--- src/rtl/arbt_pkg.sv ---
// Package for the address range block table.
// Holds the operation codes, default table depth and the word that travels along the cell chain.
// No dependencies.
package arbt_pkg;

    localparam int TABLE_DEPTH = 64;
    localparam int ADDR_W      = 32;

    localparam logic [1:0] OP_ADD    = 2'd0;
    localparam logic [1:0] OP_REMOVE = 2'd1;
    localparam logic [1:0] OP_LOOKUP = 2'd2;

    typedef struct packed {
        logic              valid;
        logic [1:0]        op;
        logic [ADDR_W-1:0] lo;
        logic [ADDR_W-1:0] hi;
        logic              placed;
        logic              hit;
    } word_t;

endpackage

--- src/rtl/arbt_cell.sv ---
// One table entry of the chain: holds a range and its valid bit, acts on the passing word.
// Depends on arbt_pkg.
module arbt_cell
(
    input  logic            clk,
    input  logic            rst_n,
    input  logic            advance,
    input  arbt_pkg::word_t word_in,
    output arbt_pkg::word_t word_out
);

    logic [arbt_pkg::ADDR_W-1:0] lo_reg;
    logic [arbt_pkg::ADDR_W-1:0] hi_reg;
    logic                        valid_reg;
    arbt_pkg::word_t             word_reg;
    arbt_pkg::word_t             word_next;
    logic                        claim;
    logic                        drop;
    logic                        hit;

    always_comb
    begin
        claim = word_in.valid && word_in.op == arbt_pkg::OP_ADD
                && !word_in.placed && !valid_reg;
        drop  = word_in.valid && word_in.op == arbt_pkg::OP_REMOVE && valid_reg
                && word_in.lo == lo_reg && word_in.hi == hi_reg;
        hit   = word_in.valid && word_in.op == arbt_pkg::OP_LOOKUP && valid_reg
                && word_in.lo >= lo_reg && word_in.lo <= hi_reg;
        word_next        = word_in;
        word_next.placed = word_in.placed | claim;
        word_next.hit    = word_in.hit | hit;
    end

    always_ff @(posedge clk or negedge rst_n)
    begin
        if (!rst_n)
        begin
            valid_reg <= 1'b0;
            word_reg  <= '0;
        end
        else if (advance)
        begin
            word_reg <= word_next;
            if (claim)
            begin
                valid_reg <= 1'b1;
            end
            else if (drop)
            begin
                valid_reg <= 1'b0;
            end
        end
    end

    always_ff @(posedge clk)
    begin
        if (advance && claim)
        begin
            lo_reg <= word_in.lo;
            hi_reg <= word_in.hi;
        end
    end

    assign word_out = word_reg;

endmodule

--- config.mk ---
export PLATFORM = sky130hd
export DESIGN_NAME = arbt_cell
export DESIGN_NICKNAME = d
export VERILOG_FILES = /design/src/rtl/arbt_pkg.sv /design/src/rtl/arbt_cell.sv
export SDC_FILE = /design/constraint.sdc
export NUM_CORES = 1
export LEC_CHECK = 0
export BUFFER_PORTS_ARGS = -buffer_cell sky130_fd_sc_hd__buf_4
export CAP_MARGIN = 20
export CORE_MARGIN = 8
export CORE_UTILIZATION = 50
export DETAILED_ROUTE_END_ITERATION = 10
export PLACE_DENSITY = 0.84
export SYNTH_ARGS = -nofsm -noshare
export SYNTH_HDL_FRONTEND = slang
export SYNTH_SLANG_ARGS = --single-unit
--- constraint.sdc ---
create_clock -name clk -period 7.4 [get_ports clk]
set_input_delay 0.37 -clock clk [delete_from_list [all_inputs] [get_ports clk]]
set_output_delay 0.37 -clock clk [all_outputs]
set_load 0.02 [all_outputs]
==> key figures <==
Yosys
  – Mapped Cells: 488
  – Synth Cell Area: 6510 µm²
  – Post-Syn Nets: 624
  – Register bit total from synthesis: roughly 130
  – Ys Warns: 0
  – Largest family of logic cells by synthesized area: adder cells
  – Post-synth top area share: 0.295
  – Yosys top cell by area: edfxtp_1
  – Avg Cell Area, Syn: 13.4 µm²
  – Area share of fa/ha/maj cells after synthesis: 0.123
  – Compound-gate portion of the synthesized area: 0.0530
  – Synth cell types: between 40 and 50
  – Post-Synth Simple-Gate Area: 0.0572
  – Mux contribution to synthesized area: 0.117
  – Synth area leaders: edfxtp_1 29%, dfrtp_1 27%, ha_1 12%
  – Seq/Total Area, Yosys: 0.564
  – Synth Area in XOR/XNOR: 0.0430

Drt
  – Met3 routed WL: roughly 1100 µm
  – Routed length on met1: between 6000 and 7000 µm
  – Vias per cell: 5.32
  – Detail Route Antenna Nets: 0
  – Avg WL per Cell: about 19 µm
  – Residual DRC: 0
  – Drt pass-1 iters: 4
  – Top sig layer: met4
  – DRT Wirelength: 15600 µm
  – Vias: 4389
  – First-iteration detailed-routing DRC count: 260
  – Met2 Wirelength: about 8000 µm

Cells and area
  – Fillers: 926
  – Area Growth Syn to Fin: 29.4%
  – Nets: 776
  – Share of layout cells above drive strength 1: 0.374
  – Storage element area: 3670 µm²
  – Fin area: about 8400 µm²
  – Finished Layout Cells: a little over 800
  – Max reg flops: a little under 70
  – Area of the multi-input gates: 2560 µm²
  – ANT cells: 0
  – Final core utilization: 0.665

Floorplanning
  – I/O Pins: 141
  – Starting Density: 0.514
  – Core area: between 10000 and 15000 µm²
  – Die Ht: 130 µm
  – FP Rows: 41
  – Die area: 16900 µm²
  – Die Wd: roughly 130 µm

Power and ir drop
  – Total chip power: 2.07 mW
  – Psw: 0.482 mW
  – Internal Power: 1.59 mW
  – Gate power share: 0.135
  – Static leakage: 3.84 nW
  – Worst VDD drop: around 0.16 mV
  – Clock power share: 0.456
  – Pwr dens: 246 nW/µm²
  – Sw Ratio: 0.232
  – Reg power frac: 0.409

Setup path
  – Crit-path max FO: 70
  – CP Capture Type: flop
  – Slowest stage cell on the critical path: buf_4
  – Crit Path Class: input port to flop
  – Reg-to-reg endpoint: hi_reg[10]$_DFFE_PP_
  – Critical-path cell list: buf_4, nand2_1, or2_1, or4_1, inv_2, buf_4
  – Worst EP arrival: 2.72 ns
  – CP max stage delay: between 0.6 and 0.7 ns
  – CP dominant cell by count: buf_4
  – Reg-to-Reg Start: valid_reg$_DFFE_PN0P_
  – Worst R2R Setup Slack: 5.27 ns
  – Worst R2R Path Depth: 3
  – CP required: 7.45 ns
  – Crit path launch type: input port

Clocking
  – CTS Buf Count: 17
  – Post-CTS Hold Fix Bufs: 0
  – Clock Pin Slew Worst Setup and Hold Paths: around 0.050 ns
  – TritonCTS clock tree: yes
  – Resize count post-CTS: 0
  – Setup Buffers After CTS: 0
  – Bufs on Longest Clock Path: 2
  – Clk sinks: 134
  – Root buffer cell: clkbuf_16
  – Clk Latency, worst-skew pair: 0.42 ns
  – H-Tree Depth: 4

Global routing
  – Largest net degree at the start of global routing: between 70 and 80
  – Congestion Overflow GR: 0
  – Initial antenna violation count: 0
  – Total GRT Usage: 0.192
  – Vias in the first global route: 4753
  – First-pass GRT wire length: ~25000 µm

Timing
  – Worst Skew: 0.00493 ns
  – Fin worst setup slack: 4.72 ns
  – Slew Viols, Final: 0
  – Relative slew slack: 0.414
  – FMAX: 373 MHz
  – Setup TNS: 0 ns
  – Minimum clock period: 2.68 ns
  – Tcrit/Tclk final: 0.362
  – Final Hold Viols: 0
  – Hold_ws: 0.0832 ns
  – RSZ-0062 raised after global routing: no
  – Worst-margin pin slew: around 0.88 ns
  – Final setup vio count: 0

Placed design
  – Placer Congestion: 0.780
  – Port bufs: 140
  – HPWL after DPL: 11600 µm
  – Inst Count DP: 793
  – Area after DPL: 7750 µm²
  – Setup Slack @ Placement: around 4.3 ns

Outcome
  – Status: completed

Flow run
  – Max cap viols: 0

Hold path
  – HP Class: input port to async pin
## power by group through the flow
stage                     clock network, mW  registers, mW  logic (mW)
after floorplan                           0          0.907      0.0908
after global placement                    0          0.859       0.272
after detailed placement                  0          0.863       0.280
after CTS                             0.959          0.849       0.283
after global routing                  0.985          0.854       0.302
final                                 0.946          0.849       0.279
## kinds of logic (layout without fill, tap and decap cells)
group,Yosys count,after routing
AND/OR/NAND/NOR,64,64
multiplexers,68,68
XOR/XNOR,32,32
buffers and inverters,73,238
adder cells (fa/ha/maj),64,64
flip-flops,134,134
AO/OA/AOI/OAI,53,53
## synth_stat cells
cell type,n
dfrtp_1,70
mux2_2,66
inv_1,65
edfxtp_1,64
ha_1,64
xnor2_1,24
a21oi_1,21
nand2_1,16
nand4_1,14
nand3_1,8
xor2_1,8
a21o_1,6
and4_1,6
o21ai_0,6
nor2_1,5
buf_2,4
clkbuf_1,4
nor4_1,4
o21ai_1,4
o211ai_1,3
a221o_1,2
a221oi_2,2
a22oi_1,2
mux2i_1,2
nor3_1,2
a211o_1,1
a211oi_1,1
a221oi_1,1
a31oi_1,1
and2_0,1
and2_1,1
and3_1,1
nand2b_1,1
nand4_2,1
nor2b_1,1
nor4_4,1
o311a_1,1
o31a_1,1
o31ai_1,1
or2_1,1
or4_1,1
## per-layer routing
metal | vias up | track usage
met5 | - | 0
li1 | 2066 | -
met2 | 127 | 0.327
met4 | 0 | 0.0792
met1 | 2176 | 0.227
met3 | 20 | 0.0486
## cell type report
type / instances / area share
clock buffer: 20 / 0.0567
inverter: 65 / 0.0289
timing repair buffer: 141 / 0.126
tap: 172 / 0.0255
multi-input combinational: 281 / 0.304
sequential: 134 / 0.436
clock inverter: 12 / 0.0233
## worst max-delay path: cells and delay by family
family | cells | cell delay [ns]
buffers and inverters | 3 | 1.36
and+or+nand+nor | 3 | 0.93
## cells in the final DEF (no fill, tap or decap), types with 2 or more instances in the layout
cell type / netlist / final
a21oi_1: 21 / 21
buf_4: 0 / 141
o211ai_1: 3 / 3
a22oi_1: 2 / 2
edfxtp_1: 64 / 64
o21ai_1: 4 / 4
nand4_1: 14 / 14
mux2i_1: 2 / 2
clkbuf_8: 0 / 2
and4_1: 6 / 6
nand3_1: 8 / 8
clkinvlp_4: 0 / 3
inv_1: 65 / 64
dfrtp_1: 70 / 70
nor3_1: 2 / 2
mux2_2: 66 / 66
ha_1: 64 / 64
bufinv_16: 0 / 5
a221o_1: 2 / 2
nor2_1: 5 / 5
xnor2_1: 24 / 24
clkinv_2: 0 / 3
nor4_1: 4 / 4
xor2_1: 8 / 8
a221oi_2: 2 / 2
a21o_1: 6 / 6
nand2_1: 16 / 16
clkbuf_16: 0 / 18
o21ai_0: 6 / 6
## worst max-delay path by stage
stage | from | end | slack [ns] | depth (start not counted)
final | advance | hi_reg[10]$_DFFE_PP_ | 4.72 | 6
after global routing | advance | hi_reg[20]$_DFFE_PP_ | 4.57 | 6
after global placement | advance | hi_reg[27]$_DFFE_PP_ | 4.41 | 6
after detailed placement | advance | lo_reg[28]$_DFFE_PP_ | 4.29 | 6
after CTS | advance | hi_reg[21]$_DFFE_PP_ | 4.74 | 6
after floorplan | advance | hi_reg[0]$_DFFE_PP_ | 4.50 | 5
Power figures use the tool's default switching activity.
