### src/rtl/arbt_pkg.sv
// Package for the address range block table.
// Holds the operation codes, default table depth and the word that travels along the cell chain.
// No dependencies.
package arbt_pkg;

    localparam int TABLE_DEPTH = 64;
    localparam int ADDR_W      = 32;

    localparam logic [1:0] OP_ADD    = 2'd0;
    localparam logic [1:0] OP_REMOVE = 2'd1;
    localparam logic [1:0] OP_LOOKUP = 2'd2;

    typedef struct packed {
        logic              valid;
        logic [1:0]        op;
        logic [ADDR_W-1:0] lo;
        logic [ADDR_W-1:0] hi;
        logic              placed;
        logic              hit;
    } word_t;

endpackage

### src/rtl/arbt_order.sv
// Entry stage of the cell chain: orders the range bounds and registers the word.
// Depends on arbt_pkg.
module arbt_order
(
    input  logic                 clk,
    input  logic                 rst_n,
    input  logic                 advance,
    input  logic                 req_valid,
    input  logic [1:0]           op,
    input  logic [arbt_pkg::ADDR_W-1:0] addr_a,
    input  logic [arbt_pkg::ADDR_W-1:0] addr_b,
    output arbt_pkg::word_t      word
);

    arbt_pkg::word_t word_reg;
    arbt_pkg::word_t word_next;
    logic            swap;

    always_comb
    begin
        swap             = addr_a > addr_b;
        word_next.valid  = req_valid;
        word_next.op     = op;
        // lookup carries its address in the low bound
        word_next.lo     = (swap && op != arbt_pkg::OP_LOOKUP) ? addr_b : addr_a;
        word_next.hi     = swap ? addr_a : addr_b;
        word_next.placed = 1'b0;
        word_next.hit    = 1'b0;
    end

    always_ff @(posedge clk or negedge rst_n)
    begin
        if (!rst_n)
        begin
            word_reg <= '0;
        end
        else if (advance)
        begin
            word_reg <= word_next;
        end
    end

    assign word = word_reg;

endmodule

### config.mk
export PLATFORM = sky130hd
export DESIGN_NAME = arbt_order
export DESIGN_NICKNAME = d
export VERILOG_FILES = /design/src/rtl/arbt_pkg.sv /design/src/rtl/arbt_order.sv
export SDC_FILE = /design/constraint.sdc
export NUM_CORES = 1
export LEC_CHECK = 0
export ABC_AREA = 1
export BUFFER_PORTS_ARGS = -buffer_cell sky130_fd_sc_hd__buf_2
export CORE_MARGIN = 5
export CORE_UTILIZATION = 45
export DETAILED_ROUTE_END_ITERATION = 10
export PLACE_DENSITY_LB_ADDON = 0.08
export SLEW_MARGIN = 20
export SYNTH_ARGS = -nofsm -noshare
export SYNTH_HDL_FRONTEND = slang
export SYNTH_SLANG_ARGS = --single-unit
### constraint.sdc
create_clock -name clk -period 0.8 [get_ports clk]
set_input_delay 0.12 -clock clk [delete_from_list [all_inputs] [get_ports clk]]
set_output_delay 0.12 -clock clk [all_outputs]
set_load 0.05 [all_outputs]
==> results of run 1 <==
## path summary, 6_finish.rpt
path / endpoint / slack, ns / cells after the start
worst max-delay path: word[65] / -0.70 / 14
worst min-delay path: word[66] / 0.06 / 3
worst max register to register: word[42] / -0.09 / 4
worst min register to register: word[68] / 0.50 / 2
max in group asynchronous: word[5] / 0.32 / 3
min in group asynchronous: word[15] / 0.26 / 3
## power by group
group          internal (mW)  total [mW]  switching, mW
combinational           2.82        6.66           3.84
clock                   1.74        3.27           1.52
sequential              3.85        4.22          0.366
total                   8.42        14.1           5.72
## worst max-delay path, cell delays in order
cell and delay (ns):
buf_6 0.08, inv_4 0.03, ha_4 0.26, nand2_4 0.05, nor2_4 0.10, nand4_1 0.17
nor2_4 0.17, buf_4 0.13, nand2_4 0.08, nand3_4 0.19, clkbuf_16 0.20, nand2_1 0.05
nand3_1 0.08, nand2_1 0.05
## routing by layer
layer | track usage, % | vias to the layer above | wire length [um]
met2 | 44.0 | 228 | 8120
met1 | 33.9 | 2419 | 6620
met4 | 8.39 | 0 | 342
li1 | - | 2426 | -
met5 | 0 | - | 0
met3 | 5.13 | 37 | 1210
## placed cells by master, fill, tap and decap left out, types with 20 or more instances in the layout
cell / synthesis / layout
nand2_1: 238 / 207
buf_4: 5 / 89
buf_6: 8 / 83
nand3_1: 98 / 74
dfrtp_1: 67 / 64
buf_2: 13 / 57
inv_1: 72 / 43
nand4_1: 34 / 34
ha_4: 0 / 25
nand3_2: 1 / 24
inv_2: 1 / 23
nand2_2: 1 / 20
## logic make-up after synthesis
family                   count (synthesis)  synth area share (%)
AND/OR/NAND/NOR                        384                  38.1
buffers and inverters                  113                  11.9
flip-flops                              67                  38.5
adder cells (fa/ha/maj)                 32                  9.20
AO/OA/AOI/OAI                           18                  2.18
other                                    1                0.0861
## layout make-up
type                    instances  share of cell area, %
multi-input cells             436                   37.1
flip-flops and latches         67                   22.2
inverters                      74                   4.12
well taps                     129                   2.13
repair buffers                254                   31.7
clock buffers                   9                   1.63
clock inverters                 7                   1.22
## per-stage QoR
stage	instance area, um2	setup WS, ns	std cells
6_report	7590	-0.702	976
5_1_grt	7590	-0.772	976
4_1_cts	7010	-0.629	944
3_5_place_dp	5860	-1.08	900
3_3_place_gp	5860	-1.06	900
2_1_floorplan	4710	-0.673	616
## repair_timing
item / 4_1_cts / 5_1_grt
gates resized for setup: 184 / 67
cloned: 5 / 5
endpoints found under the hold margin: 69 / 0
pin swaps: 20 / 25
buffers inserted: 20 / 27
setup endpoints to repair: 131 / 131
hold buffers: 3 / 0
==> results.txt, run 1 <==
hold wc startpoint = op[0]
Slew Viols, Final = 0
DP HPWL = 9720 um
Worst Slack Setup Final = -0.702 ns
initial core utilization = 46.7%
layout net count = 944
Pre-Repair DR Iteration Count = 6
number of fillers in the final layout = 613
hold slack = 0.0569 ns
total clock sinks = 67
fin crit period = 1.50 ns
startpoint types = primary input
synthesized flop and latch total = 67
pin count of the biggest net entering global routing = 38
total power = 14.1 mW
failing checks = negative setup slack
GPL Wtd Cong = 0.832
worst-path maximum fanout = 5
FFs w/ async S/R, synth = 100%
status = finished with violations
FP Rows = 35
antenna-violating nets left = 0
Critical Path End Type = flip-flop
Critical Path RT = 1.07 ns
Multi-input gate area = 2810 um2
Worst Hold Class = primary input to flip-flop
# IOs = 139
first-pass GRT wire length = 24400 um
ranking of synthesized cells by area = dfrtp_1, nand2_1, nand3_1
initial antenna violation count = 0
yosys warns = 0
share of layout cells above drive strength 1 = 46.9%
CTS buffer count = 9
TNS Setup = -57.99 ns
Syn Std Cell Area = 4350 um2
number of synthesized flops with an enable pin = 0
htree depth = 3
most common cell in the netlist = nand2_1
Vert. Die Dim = 108 um
pwr dens = 1860 nW/um2
Worst Skew = 0 ns
die area = 11700 um2
final core utilization = 81.3%
CTS tree = yes
Die X-Extent = 108 um
vias in the first global route = 5057
WL/cell = 16.7 um
total gr overflow = 0
DR DRC count = 0
Layout area overhead = 74.3%
routed wire length = 16300 um
later-pin clock latency in the skew report = 0.36 ns
reg2reg start = word[42]
Bufs on Longest Clock Path = 2
ys flop type = dfrtp_1
area leader, netlist = dfrtp_1
CP Data Arrival Time = 1.77 ns
GR Util All Layers = 26.2%
RSZ-0062 raised after global routing = true
Setup-failing EPs final = 131
period utilisation layout = 188%
Port-buffer cells = 136
area of the core = 9330 um2
post-synth cell types = 21
max reg flops = 67
Syn Inst Count = 615
Synth top cells by count = nand2_1, nand3_1, inv_1
Syn Area/Cell = 7.08 um2
routed vias/inst = 5.24
top-area cell type share of the netlist area = 38.5%
worst setup path start = addr_b[23]
final hold violation count = 0
sequential share of the synthesized area = 38.5%
CP Class = primary input to flip-flop
Seq. cell area = 1680 um2
Max-Cap Viols = 0
drt initial violations = 357
Clock Pin Slew Worst Setup and Hold Paths = 0.08 ns
peak supply drop = 0.00107 V
ANT cells = 0
vias after detailed routing = 5110
Leakage = 4.03 nW
Root Driver = clkbuf_8
fmax = 666 MHz
Note: power is estimated with default switching activity, not from simulation.
==> inputs of run 2 (changes only) <==
--- a/config.mk
+++ b/config.mk
@@ -5,7 +5,6 @@
 export SDC_FILE = /design/constraint.sdc
 export NUM_CORES = 1
 export LEC_CHECK = 0
-export ABC_AREA = 1
 export BUFFER_PORTS_ARGS = -buffer_cell sky130_fd_sc_hd__buf_2
 export CORE_MARGIN = 5
 export CORE_UTILIZATION = 45
==> run 2 against run 1 <==
The run still ends with negative setup slack left. Critical path depth shrank 1. Critical endpoint is now word[36]. Fmax fell by 36%. Power is 3.4% higher. Critical path type unchanged. Largest cell class is now non-clock buffers.
==> results.txt, run 2 <==
Syn Inst Count = 496 (was 615)
period utilisation layout = 293% (was 188%)
Max-Cap Viols = 0 (unchanged)
ranking of synthesized cells by area = dfrtp_1, o211ai_1, a31oi_1 (was dfrtp_1, nand2_1, nand3_1)
CTS tree = yes (unchanged)
Worst-Margin Slew = 0.636 ns
final non-filler cell total = 907 (was 976)
startpoint types = primary input (unchanged)
initial antenna violation count = 0 (unchanged)
routed vias/inst = 6.33 (was 5.24)
commonest non-fill, non-tap cell in the layout = buf_4 (was nand2_1)
FP Rows = 35 (unchanged)
DR DRC count = 0 (unchanged)
GR Util All Layers = 29.5% (was 26.2%)
CP Class = primary input to flip-flop (unchanged)
fin crit period = 2.34 ns (was 1.50 ns)
number of synthesized flops with an enable pin = 0 (unchanged)
yosys warns = 0 (unchanged)
share of layout cells above drive strength 1 = 56.2% (was 46.9%)
dpl cells = 804 (was 900)
# IOs = 139 (unchanged)
status = finished with violations (unchanged)
worst setup path start = addr_b[31] (was addr_b[23])
first-pass GRT wire length = 27200 um (was 24400 um)
Critical Path End Type = flip-flop (unchanged)
Root Driver = clkbuf_8 (unchanged)
peak supply drop = 0.00110 V (was 0.00107 V)
total clock sinks = 67 (unchanged)
reg2reg start = word[12] (was word[42])
post-synth cell types = 37 (was 21)
Critical Path RT = 1.02 ns (was 1.07 ns)
setup slack, reg-to-reg = -0.16 ns (was -0.09 ns)
Min-Delay Path Depth = 3 (unchanged)
Worst Hold Class = primary input to flip-flop (unchanged)
crit path capture = word[36] (was word[65])
final hold violation count = 0 (unchanged)
Die X-Extent = 108 um (about the same)
drt initial violations = 482 (was 357)
vias after detailed routing = 5740 (was 5110)
TNS Setup = -106.63 ns (was -57.99 ns)
fmax = 427 MHz (was 666 MHz)
ys flop type = dfrtp_1 (unchanged)
Leakage = 3.63 nW (was 4.03 nW)
FFs w/ async S/R, synth = 100% (unchanged)
max reg flops = 67 (unchanged)
slowest stage cell on the critical path = or4_4 (was ha_4)
Bufs on Longest Clock Path = 2 (unchanged)
Syn Std Cell Area = 4310 um2 (was 4350 um2)
GPL Wtd Cong = 0.853 (was 0.832)
crit-path max cell delay = 0.47 ns (was 0.26 ns)
worst-path maximum fanout = 5 (unchanged)
pwr dens = 1800 nW/um2 (was 1860 nW/um2)
R2R Path End = word[12] (was word[42])
vias in the first global route = 5327 (was 5057)
WL/cell = 22.9 um (was 16.7 um)
most frequent cells in the layout = buf_4, buf_6, nor2_1 (was nand2_1, buf_4, buf_6)
Clock Pin Slew Worst Setup and Hold Paths = 0.08 ns (about the same)
Synth top cells by count = dfrtp_1, nor2_1, a31oi_1 (was nand2_1, nand3_1, inv_1)
Syn Area/Cell = 8.70 um2 (was 7.08 um2)
area leader, netlist = dfrtp_1 (unchanged)
CP Data Arrival Time = 2.56 ns (was 1.77 ns)
path depth of the worst reg2reg path = 4 (unchanged)
area of the core = 9280 um2 (was 9330 um2)
antenna-violating nets left = 0 (unchanged)
Setup-failing EPs final = 131 (unchanged)
initial core utilization = 46.5% (was 46.7%)
synthesized flop and latch total = 67 (unchanged)
most frequent CP cell = buf_6
RSZ-0062 raised after global routing = true (unchanged)
Worst Skew = 0 ns (unchanged)
number of fillers in the final layout = 431 (was 613)
Slew headroom = 57.6%
sequential share of the synthesized area = 38.9% (was 38.5%)
Slew Viols, Final = 0 (unchanged)
Worst Slack Setup Final = -1.54 ns (was -0.702 ns)
Layout area overhead = 87.9% (was 74.3%)
later-pin clock latency in the skew report = 0.35 ns (was 0.36 ns)
CTS buffer count = 9 (unchanged)
Pre-Repair DR Iteration Count = 6 (unchanged)
layout net count = 875 (was 944)
critical-path cell list = buf_4 -> inv_2 -> ha_4 -> nand4_1 -> or4_4 -> buf_6 -> buf_6 -> nor3_4 -> buf_6 -> o31ai_4 -> clkbuf_16 -> o211ai_1 -> a31oi_1 (was buf_6 -> inv_4 -> ha_4 -> nand2_4 -> nor2_4 -> nand4_1 -> nor2_4 -> buf_4 -> nand2_4 -> nand3_4 -> clkbuf_16 -> nand2_1 -> nand3_1 -> nand2_1)
Port-buffer cells = 136 (unchanged)
top-area cell type share of the netlist area = 38.9% (was 38.5%)
pin count of the biggest net entering global routing = 68 (was 38)
Vert. Die Dim = 108 um (about the same)
failing checks = negative setup slack (unchanged)
die area = 11600 um2 (was 11700 um2)
ANT cells = 0 (unchanged)
routed wire length = 20700 um (was 16300 um)
htree depth = 3 (unchanged)
DP HPWL = 9960 um (was 9720 um)
total gr overflow = 0 (unchanged)
-- run 2: cell types whose count changed after synthesis, moves of 22 or more --
cell | previous run | this run
nand2_1 | 238 | 7
a31oi_1 | 0 | 64
nand3_1 | 98 | 35
nor2_1 | 12 | 67
o211ai_1 | 0 | 55
inv_1 | 72 | 32
nand4_1 | 34 | 6
o21ai_1 | 0 | 24
clkbuf_1 | 10 | 32
-- run 2: worst min-delay path by stage --
stage,start,to,slack [ns]
floorplan,rst_n,word[10],-0.18
global route,addr_a[15],word[17],0.04
global placement,rst_n,word[29],0.17
finish,addr_b[15],word[17],0.04
detailed placement,rst_n,word[61],0.17
CTS,addr_b[25],word[27],0.03
-- run 2: report_power, final --
group          switching (mW)  internal (mW)  total [mW]  leakage [nW]
registers               0.402           3.85        4.25         0.757
logic                    3.86           3.04        6.90          2.75
clock network            1.53           1.95        3.48         0.120
-- run 2: repair_timing --
action                                 4_1_cts  5_1_grt
gates resized for setup                    210       71
pin swaps                                   69       51
setup endpoints to repair                  131      131
setup buffers                               39       33
endpoints found under the hold margin       68        0
cloned                                      10        6
hold buffers                                 2        0
-- run 2: logic make-up after synthesis --
family / count (synthesis) / synth area share [%]
AO/OA/AOI/OAI: 187 / 29.8
AND/OR/NAND/NOR: 123 / 12.8
buffers and inverters: 83 / 8.38
flip-flops: 67 / 38.9
adder cells (fa/ha/maj): 32 / 9.28
multiplexers: 3 / 0.783
other: 1 / 0.0869
-- run 2: area by class of cell --
type	count	area [um2]	area share, %
Inverter	32	140	1.73
Sequential cell	67	1680	20.7
Tap cell	129	161	1.99
Clock inverter	5	82.6	1.02
Clock buffer	11	151	1.87
Timing Repair Buffer	316	3120	38.5
Multi-Input combinational cell	347	2770	34.2
-- run 2: metal layers --
layer / routed length, um / up-vias / GRT usage [%]
li1: - / 2407 / -
met2: 10000 / 465 / 49.9
met1: 7410 / 2747 / 36.6
met5: 0 / - / 0
met4: 1100 / 0 / 12.7
met3: 2190 / 121 / 5.76
-- run 2: critical path, delay by kind of cell --
family | cells | cell delay [ns]
simple gates | 3 | 0.84
buf+inv | 6 | 0.79
compound gates | 3 | 0.53
fa+ha+maj | 1 | 0.27
-- run 2: stage by stage --
stage          util (%)  setup WS (ns)  total power [mW]  hold slack [ns]  instance area, um2
2_1_floorplan         -          -1.36              7.24           -0.176                4420
3_3_place_gp       63.6          -1.70              8.83            0.172                5910
3_5_place_dp       63.6          -1.77              8.90            0.172                5910
4_1_cts            80.5          -1.27              13.9           0.0286                7480
5_1_grt            87.3          -1.59              15.1           0.0353                8110
6_report           87.3          -1.54              14.6           0.0369                8110
